===== src/rtl/frc_pkg.sv =====
// Shared types and constants for the radio frame receiver.
package frc_pkg;

  // Receiver phase
  typedef enum logic [1:0] {
    PH_HUNT  = 2'd0,
    PH_HEAD  = 2'd1,
    PH_DATA  = 2'd2,
    PH_READY = 2'd3
  } phase_t;

  // Operation codes on the input channel
  typedef enum logic [1:0] {
    OP_BYTE  = 2'd0,
    OP_READ  = 2'd1,
    OP_CLEAR = 2'd2
  } op_t;

  // Event codes on the result channel
  typedef enum logic [2:0] {
    EV_NONE      = 3'd0,
    EV_HDR_OK    = 3'd1,
    EV_HDR_BAD   = 3'd2,
    EV_FRAME_OK  = 3'd3,
    EV_FRAME_BAD = 3'd4,
    EV_SYNC_LOST = 3'd5
  } event_t;

  // Sync sequence
  localparam logic [7:0] SYNC0 = 8'h48;
  localparam logic [7:0] SYNC1 = 8'h65;
  localparam logic [7:0] SYNC2 = 8'h20;
  localparam logic [7:0] SYNC3 = 8'h04;

  // Running sums after the last two sync bytes have been folded in
  localparam logic [7:0] SUM_A_SYNC = 8'(SYNC2 + SYNC3);
  localparam logic [7:0] SUM_B_SYNC = 8'(SYNC2 + SUM_A_SYNC);

  // Header length field plus trailing pair
  localparam int LEN_W = 17;

  // Field widths fixed by the port list
  localparam int OP_W   = 2;
  localparam int IDX_W  = 9;
  localparam int PLEN_W = 9;

  // Per-transaction result from the parser
  typedef struct packed {
    event_t ev;
    logic   ready;
  } frc_result_t;

  // Parser status for checks at the top level
  typedef struct packed {
    phase_t phase;
    logic   ready_flag;
    logic   recv_below_exp;
  } frc_status_t;

endpackage


===== src/rtl/frc_payload_ram.sv =====
// Payload byte store: one write port, one registered read port.
module frc_payload_ram import frc_pkg::*; #(
  parameter int DEPTH  = 258,
  parameter int ADDR_W = 9
) (
  input  logic              clk,
  input  logic              wr_en,
  input  logic [ADDR_W-1:0] wr_addr,
  input  logic [7:0]        wr_data,
  input  logic              rd_en,
  input  logic [ADDR_W-1:0] rd_addr,
  output logic [7:0]        rd_data
);

  logic [7:0] mem [DEPTH];

  // Write port
  always_ff @(posedge clk) begin
    if (wr_en) begin
      mem[wr_addr] <= wr_data;
    end
  end

  // Registered read port
  always_ff @(posedge clk) begin
    if (rd_en) begin
      rd_data <= mem[rd_addr];
    end
  end

endmodule


===== src/rtl/frc_parser.sv =====
// Frame parser: sync hunt, header check, payload count and running checksum.
module frc_parser import frc_pkg::*; #(
  parameter int BUFFER_BYTES = 258,
  parameter int CNT_W        = 9,
  parameter int ADDR_W       = 9
) (
  input  logic              clk,
  input  logic              rst,
  input  logic              accept,
  input  logic [OP_W-1:0]   operation,
  input  logic [7:0]        rx_byte,
  output frc_result_t       result,
  output logic [CNT_W-1:0]  exp_next,
  output logic              wr_en,
  output logic [ADDR_W-1:0] wr_addr,
  output logic [7:0]        wr_data,
  output frc_status_t       status
);

  phase_t           phase, phase_next;
  logic [3:0]       header_count, header_count_next;
  logic [CNT_W-1:0] expected_count;
  logic [CNT_W-1:0] received_count, received_count_next;
  logic [7:0]       sum_a, sum_a_next;
  logic [7:0]       sum_b, sum_b_next;
  logic             ready_flag, ready_flag_next;

  // Header bytes that are read back, and the first trailing checksum byte
  logic [7:0] len_hi, len_lo, hdr_chk_a, data_chk_a;
  logic       len_hi_we, len_lo_we, hdr_chk_we, data_chk_we;

  logic [LEN_W-1:0] frame_len;
  logic [7:0]       hdr_a2, hdr_b2;
  logic [31:0]      recv_ext, exp_ext;
  event_t           ev;

  assign frame_len = LEN_W'({len_hi, len_lo}) + LEN_W'(2);
  // Sums after folding in the first byte of the header checksum pair
  assign hdr_a2    = sum_a + hdr_chk_a;
  assign hdr_b2    = sum_b + hdr_a2;
  assign recv_ext  = 32'(received_count);
  assign exp_ext   = 32'(expected_count);

  // Next state and outputs
  always_comb begin
    phase_next          = phase;
    header_count_next   = header_count;
    exp_next            = expected_count;
    received_count_next = received_count;
    sum_a_next          = sum_a;
    sum_b_next          = sum_b;
    ready_flag_next     = ready_flag;
    ev                  = EV_NONE;
    len_hi_we           = 1'b0;
    len_lo_we           = 1'b0;
    hdr_chk_we          = 1'b0;
    data_chk_we         = 1'b0;
    wr_en               = 1'b0;

    unique case (operation)
      OP_BYTE: begin
        unique case (phase)
          PH_HUNT: begin
            if (rx_byte == SYNC0) begin
              header_count_next = 4'd1;
            end else if (header_count == 4'd1 && rx_byte == SYNC1) begin
              header_count_next = 4'd2;
            end else if (header_count == 4'd2 && rx_byte == SYNC2) begin
              header_count_next = 4'd3;
            end else if (header_count == 4'd3 && rx_byte == SYNC3) begin
              header_count_next = 4'd4;
              sum_a_next        = SUM_A_SYNC;
              sum_b_next        = SUM_B_SYNC;
              phase_next        = PH_HEAD;
            end else begin
              ev                  = (header_count != 4'd0) ? EV_SYNC_LOST : EV_NONE;
              header_count_next   = 4'd0;
              exp_next            = '0;
              received_count_next = '0;
              sum_a_next          = 8'd0;
              sum_b_next          = 8'd0;
            end
          end
          PH_HEAD: begin
            if (header_count[2:0] < 3'd6) begin
              // Length bytes go into the header sum
              len_hi_we         = (header_count[2:0] == 3'd4);
              len_lo_we         = (header_count[2:0] == 3'd5);
              sum_a_next        = sum_a + rx_byte;
              sum_b_next        = sum_b + sum_a + rx_byte;
              header_count_next = {1'b0, header_count[2:0] + 3'd1};
            end else if (header_count[2:0] == 3'd6) begin
              hdr_chk_we        = 1'b1;
              header_count_next = 4'd7;
            end else begin
              header_count_next = 4'd8;
              if (hdr_chk_a == sum_a && rx_byte == sum_b &&
                  32'(frame_len) <= BUFFER_BYTES) begin
                sum_a_next          = hdr_a2 + rx_byte;
                sum_b_next          = hdr_b2 + hdr_a2 + rx_byte;
                exp_next            = CNT_W'(frame_len);
                received_count_next = '0;
                phase_next          = PH_DATA;
                ev                  = EV_HDR_OK;
              end else begin
                ev                  = EV_HDR_BAD;
                phase_next          = PH_HUNT;
                header_count_next   = 4'd0;
                exp_next            = '0;
                received_count_next = '0;
                sum_a_next          = 8'd0;
                sum_b_next          = 8'd0;
              end
            end
          end
          PH_DATA: begin
            if (received_count < expected_count) begin
              wr_en               = 1'b1;
              received_count_next = received_count + CNT_W'(1);
              // Trailing checksum pair stays out of the sum
              if (recv_ext + 32'd2 < exp_ext) begin
                sum_a_next = sum_a + rx_byte;
                sum_b_next = sum_b + sum_a + rx_byte;
              end
              data_chk_we = (recv_ext + 32'd2 == exp_ext);
            end
            if (recv_ext + 32'd1 >= exp_ext) begin
              if (data_chk_a == sum_a && rx_byte == sum_b) begin
                ready_flag_next = 1'b1;
                phase_next      = PH_READY;
                ev              = EV_FRAME_OK;
              end else begin
                ev                  = EV_FRAME_BAD;
                phase_next          = PH_HUNT;
                header_count_next   = 4'd0;
                exp_next            = '0;
                received_count_next = '0;
                sum_a_next          = 8'd0;
                sum_b_next          = 8'd0;
              end
            end
          end
          PH_READY: begin
            ev = EV_NONE;
          end
          default: begin
            ev = EV_NONE;
          end
        endcase
      end
      OP_CLEAR: begin
        phase_next          = PH_HUNT;
        header_count_next   = 4'd0;
        exp_next            = '0;
        received_count_next = '0;
        sum_a_next          = 8'd0;
        sum_b_next          = 8'd0;
        ready_flag_next     = 1'b0;
      end
      default: begin
        ev = EV_NONE;
      end
    endcase
  end

  assign wr_addr = received_count[ADDR_W-1:0];
  assign wr_data = rx_byte;

  assign result.ev    = ev;
  assign result.ready = ready_flag_next;

  assign status.phase          = phase;
  assign status.ready_flag     = ready_flag;
  assign status.recv_below_exp = (received_count < expected_count);

  // State registers
  always_ff @(posedge clk) begin
    if (rst) begin
      phase          <= PH_HUNT;
      header_count   <= 4'd0;
      expected_count <= '0;
      received_count <= '0;
      sum_a          <= 8'd0;
      sum_b          <= 8'd0;
      ready_flag     <= 1'b0;
    end else if (accept) begin
      phase          <= phase_next;
      header_count   <= header_count_next;
      expected_count <= exp_next;
      received_count <= received_count_next;
      sum_a          <= sum_a_next;
      sum_b          <= sum_b_next;
      ready_flag     <= ready_flag_next;
    end
  end

  // Header and checksum byte captures
  always_ff @(posedge clk) begin
    if (accept && len_hi_we) begin
      len_hi <= rx_byte;
    end
    if (accept && len_lo_we) begin
      len_lo <= rx_byte;
    end
    if (accept && hdr_chk_we) begin
      hdr_chk_a <= rx_byte;
    end
    if (accept && data_chk_we) begin
      data_chk_a <= rx_byte;
    end
  end

endmodule


===== src/rtl/radio_frame_receiver.sv =====
// Radio frame receiver top level: parser, payload store and result stages.
// A result is registered into stage 1 and then into the output register.
// Throughput: one transaction per cycle unless out_ready stalls; the parser state
// updates in the accept cycle, the payload store read registers into stage two.
// in_ready follows out_ready whenever the output register holds a result.
// Reset (rst, synchronous) returns the parser to sync hunt; stored bytes are kept.
module radio_frame_receiver import frc_pkg::*; #(
  parameter int BUFFER_BYTES = 258
) (
  input  logic              clk,
  input  logic              rst,
  input  logic              in_valid,
  output logic              in_ready,
  input  logic [OP_W-1:0]   operation,
  input  logic [7:0]        rx_byte,
  input  logic [IDX_W-1:0]  read_index,
  output logic              out_valid,
  input  logic              out_ready,
  output logic [2:0]        event_res,
  output logic              frame_ready,
  output logic [PLEN_W-1:0] payload_length,
  output logic [7:0]        read_data
);

  localparam int CNT_W  = $clog2(BUFFER_BYTES + 1);
  localparam int ADDR_W = $clog2(BUFFER_BYTES);

  logic              advance, accept;
  frc_result_t       result, s1_result;
  frc_status_t       status;
  logic [CNT_W-1:0]  exp_next;
  logic [PLEN_W-1:0] s1_len;
  logic              s1_valid, s1_rd_ok;
  logic              wr_en, rd_en, rd_ok;
  logic [ADDR_W-1:0] wr_addr, rd_addr;
  logic [7:0]        wr_data, rd_data;
  logic [31:0]       ri_ext, exp_ext;

  // Pipeline moves whenever the output register is free or being drained
  assign advance  = !out_valid || out_ready;
  assign in_ready = advance;
  assign accept   = in_valid && advance;

  frc_parser #(
    .BUFFER_BYTES(BUFFER_BYTES),
    .CNT_W       (CNT_W),
    .ADDR_W      (ADDR_W)
  ) u_parser (
    .clk      (clk),
    .rst      (rst),
    .accept   (accept),
    .operation(operation),
    .rx_byte  (rx_byte),
    .result   (result),
    .exp_next (exp_next),
    .wr_en    (wr_en),
    .wr_addr  (wr_addr),
    .wr_data  (wr_data),
    .status   (status)
  );

  // Readback address decode
  assign ri_ext  = 32'(read_index);
  assign exp_ext = 32'(exp_next);
  assign rd_ok   = (operation == OP_READ) && (ri_ext < BUFFER_BYTES);
  assign rd_en   = accept && rd_ok;
  assign rd_addr = ri_ext[ADDR_W-1:0];

  frc_payload_ram #(
    .DEPTH (BUFFER_BYTES),
    .ADDR_W(ADDR_W)
  ) u_ram (
    .clk    (clk),
    .wr_en  (accept && wr_en),
    .wr_addr(wr_addr),
    .wr_data(wr_data),
    .rd_en  (rd_en),
    .rd_addr(rd_addr),
    .rd_data(rd_data)
  );

  // Stage 1 and output valid control
  always_ff @(posedge clk) begin
    if (rst) begin
      s1_valid  <= 1'b0;
      out_valid <= 1'b0;
    end else if (advance) begin
      s1_valid  <= accept;
      out_valid <= s1_valid;
    end
  end

  // Stage 1 and output payload
  always_ff @(posedge clk) begin
    if (advance) begin
      s1_result      <= result;
      s1_len         <= exp_ext[PLEN_W-1:0];
      s1_rd_ok       <= rd_ok;
      event_res      <= s1_result.ev;
      frame_ready    <= s1_result.ready;
      payload_length <= s1_len;
      read_data      <= s1_rd_ok ? rd_data : 8'd0;
    end
  end

  // Ready flag and ready phase always agree
  a_ready_phase: assert property (@(posedge clk) disable iff (rst)
    status.ready_flag == (status.phase == PH_READY))
    else $error("ready flag and parser phase disagree");

  // While gathering payload the count stays below the expected length
  a_data_count: assert property (@(posedge clk) disable iff (rst)
    status.phase == PH_DATA |-> status.recv_below_exp)
    else $error("payload count reached length without a frame verdict");

  // A good frame always reports the ready flag with it
  a_good_ready: assert property (@(posedge clk) disable iff (rst)
    s1_valid && s1_result.ev == EV_FRAME_OK |-> s1_result.ready)
    else $error("frame good without ready flag");

  // An accepted clear leaves the parser hunting with no frame held
  a_clear: assert property (@(posedge clk) disable iff (rst)
    accept && operation == OP_CLEAR |=> status.phase == PH_HUNT && !status.ready_flag)
    else $error("clear did not return parser to hunt");

endmodule

===== config.mk =====
export PLATFORM = sky130hd
export DESIGN_NAME = radio_frame_receiver
export DESIGN_NICKNAME = d
export VERILOG_FILES = /design/src/rtl/frc_pkg.sv /design/src/rtl/frc_payload_ram.sv /design/src/rtl/frc_parser.sv /design/src/rtl/radio_frame_receiver.sv
export SDC_FILE = /design/constraint.sdc
export NUM_CORES = 2
export LEC_CHECK = 0
export ABC_AREA = 1
export BUFFER_PORTS_ARGS = -buffer_cell sky130_fd_sc_hd__buf_4
export CAP_MARGIN = 20
export CORE_ASPECT_RATIO = 0.9
export CORE_MARGIN = 10
export CORE_UTILIZATION = 48
export DETAILED_ROUTE_END_ITERATION = 16
export PLACE_DENSITY = 0.65
export SYNTH_ARGS = -nofsm -noshare
export SYNTH_HDL_FRONTEND = slang
export SYNTH_HIERARCHICAL = 1
export SYNTH_SLANG_ARGS = --single-unit

===== constraint.sdc =====
create_clock -name clk -period 3.6 [get_ports clk]
set_input_delay 0.36 -clock clk [delete_from_list [all_inputs] [get_ports clk]]
set_output_delay 0.36 -clock clk [all_outputs]
set_load 0.01 [all_outputs]

==> flow_summary.json <==
{
  "clock_path_buffers": 3,
  "die_area_sq_um": 212000,
  "worstPathArrival_ps": 4230,
  "place_ws_ps": -75.8,
  "grt_antenna_before_repair": 6,
  "path_common_cell": "nand2_1",
  "portBuffers": 45,
  "grt_pass1_wl_mm": 384,
  "grt_pass1_vias": 61280,
  "clock_latency_ps": 850,
  "rsz0062_at_grt": "true",
  "area_delta_synth_final_pct": 13.5,
  "clock_sinks": 2182,
  "slowest_stage": "fa_1",
  "start_kind": "flop",
  "min_path_type": "primary input to flop",
  "ir_worst_vdd_v": 0.000462,
  "die_x_um": 485,
  "clkTransAtPathRegs_ps": 60,
  "syn_avg_cell_area_sq_um": 11.3,
  "coreArea_sq_um": 193000,
  "die_y_um": 438,
  "avgRoutedWirePerCell_um": 22.8,
  "timing.final.crit_share_pct": 96.0,
  "drt_first_pass_iters": 6,
  "hpwl_mm": 150,
  "hold_viol": 0,
  "postRouteWirelength_mm": 256,
  "finalSetupViolations": 0,
  "numCtsBuffers": 217,
  "routabilityCongestion": 0.891,
  "final_max_slew_viol_count": 0,
  "vias_per_cell": 5.74,
  "initial_core_util_pct": 48.3,
  "cp_max_fo": 3,
  "drt-initial-drc-count": 8185,
  "fp-row-count": 153,
  "max_slew_margin_pct": 26.6,
  "worst-r2r-cell-count": 24,
  "synth_nets": 8380,
  "grt_remaining_overflow": 0,
  "grt_max_degree": 155,
  "fillers": 16009,
  "syn_area_sq_um": 93300,
  "ios": 46,
  "fmax_mhz": 289,
  "crit_path_cell_trace": "ha_4 > nand3_2 > nand2_2 > a21oi_2 > o21ai_1 > xor2_1 > inv_1 > fa_1 > inv_2 > ha_4 > a21oi_2 > a21boi_2 > nand2_1 > nand3_2 > nand2_1 > nand2_1 > nand2_1 > inv_2 > nand2_2 > nand2_1 > nand3_2 > nand2_1 > nand2_1 > a21oi_2",
  "crit_required_ps": 4370,
  "hold-path-cell-count": 6,
  "tightest_slew_ps": 1100,
  "drv_cap": 0,
  "p_leak_nw": 39.0,
  "ant_nets": 0,
  "cts-root-buf": "clkbuf_16",
  "worstSetupPathType": "flop to flop",
  "layout_setup_ws_ps": 143,
  "placed_area_sq_um": 98500,
  "fin_crit_ps": 3460,
  "power_mw": 54.8,
  "nNetsFinal": 8633,
  "p_per_area_nw_per_um2": 517,
  "synthCells": 8262,
  "final_cell_area_sq_um": 106000,
  "clock_skew_ps": 32.7,
  "cts_tree": "done",
  "crit_path_end_kind": "flop",
  "vias": 64576,
  "htree_num_levels": 4,
  "final_util_pct": 54.8,
  "drc": 0,
  "status": "finished clean",
  "cpPeakStageDelay_ps": 500,
  "drive_gt1_share_pct": 10.9,
  "hold_slack_ps": 61.5,
  "reg2reg_slack_ps": 140,
  "yosys_warnings": 6,
  "grt.total_usage_pct": 23.4
}
through the flow:
| step | TNS (ps) | cells |
|---|---|---|
| 6_report | 0 | 11258 |
| 5_1_grt | -68.1 | 11258 |
| 4_1_cts | 0 | 11255 |
| 3_5_place_dp | -637 | 10840 |
| 3_3_place_gp | -495 | 10840 |
| 2_1_floorplan | 0 | 8262 |
cell type report:
class	count	area [sq um]	share of cell area, %
multi-input combinational	5350	24600	23.2
antenna	1	2.50	0.00236
sequential	2182	65100	61.5
timing repair buffer	552	5020	4.74
tap	2557	3200	3.02
clock buffer	268	5670	5.36
clock inverter	136	1450	1.37
inverter	212	840	0.793
report_power, final:
group          internal (mW)  switching (mW)  leakage, nW  total, mW
logic                   1.07            2.97         15.9       4.04
registers               27.9          0.0470         19.7       28.0
clock network           13.1            9.63         3.47       22.7
total                   42.1            12.6         39.0       54.8
critical path: cells and delay by family, from the launching register on:
| kind | cells | cell delay (ps) |
|---|---|---|
| simple gates | 12 | 780 |
| compound gates | 5 | 670 |
| buf+inv | 3 | 200 |
| fa+ha+maj | 3 | 1040 |
| xor+xnor | 1 | 240 |
| flops | 1 | 440 |
flip-flops by register name, summed over array words and instances (netlist names), 2 cells and up:
register,flops
read_data,8
u_parser/len_hi,8
u_parser/len_lo,8
u_parser/sum_b,8
u_parser/data_chk_a,8
event_res,3
u_parser/phase,2
u_ram/rd_data,8
payload_length,9
s1_result,4
s1_len,9
u_ram/mem,2064
u_parser/wr_addr,9
u_parser/header_count,4
u_parser/hdr_chk_a,8
u_parser/expected_count,9
u_parser/sum_a,8
path summary, 6_finish.rpt:
check | from | endpoint
setup / recovery | u_parser/hdr_chk_a[1] | u_parser/sum_b[7]
hold / removal | operation[1] | u_parser/header_count[3]
setup reg to reg | u_parser/hdr_chk_a[1] | u_parser/sum_b[7]
hold reg to reg | s1_result[2] | event_res[1]
cell usage in the layout, fill, tap and decap left out, types with 15 or more instances in the layout:
cell type  count
o21ai_0       26
edfxtp_1    2139
clkinv_2      38
bufinv_16     27
buf_4        468
nand4_1       24
a21oi_1       63
a21oi_2       15
ha_1          73
fa_1          17
clkbuf_1      48
inv_2         20
o21ai_1       18
nand3_1     2014
xor2_1        36
nand2_2       28
nand2_1     2556
buf_12        61
dfxtp_1       41
clkbuf_16    219
nor2_1       366
nor3_1        19
inv_1        186
clkinv_1      53
per-layer routing:
| layer | share of wire (%) | global-route usage (%) | up-vias |
|---|---|---|---|
| met5 | 0 | 0 | - |
| met4 | 2.9 | 6.86 | 0 |
| met3 | 9.4 | 4.48 | 438 |
| met2 | 46 | 36.4 | 3086 |
| met1 | 42 | 33.5 | 31624 |
| li1 | - | - | 29428 |
repair_timing:
item / CTS / global route
buffers inserted: 0 / 2
gates resized for setup: 3 / 21
hold buffers: 11 / 0
endpoints found under the hold margin: 91 / 0
gates cloned: 0 / 0
setup endpoints to repair: 18 / 284
pin swaps: 0 / 6
Power figures use the tool's default switching activity.
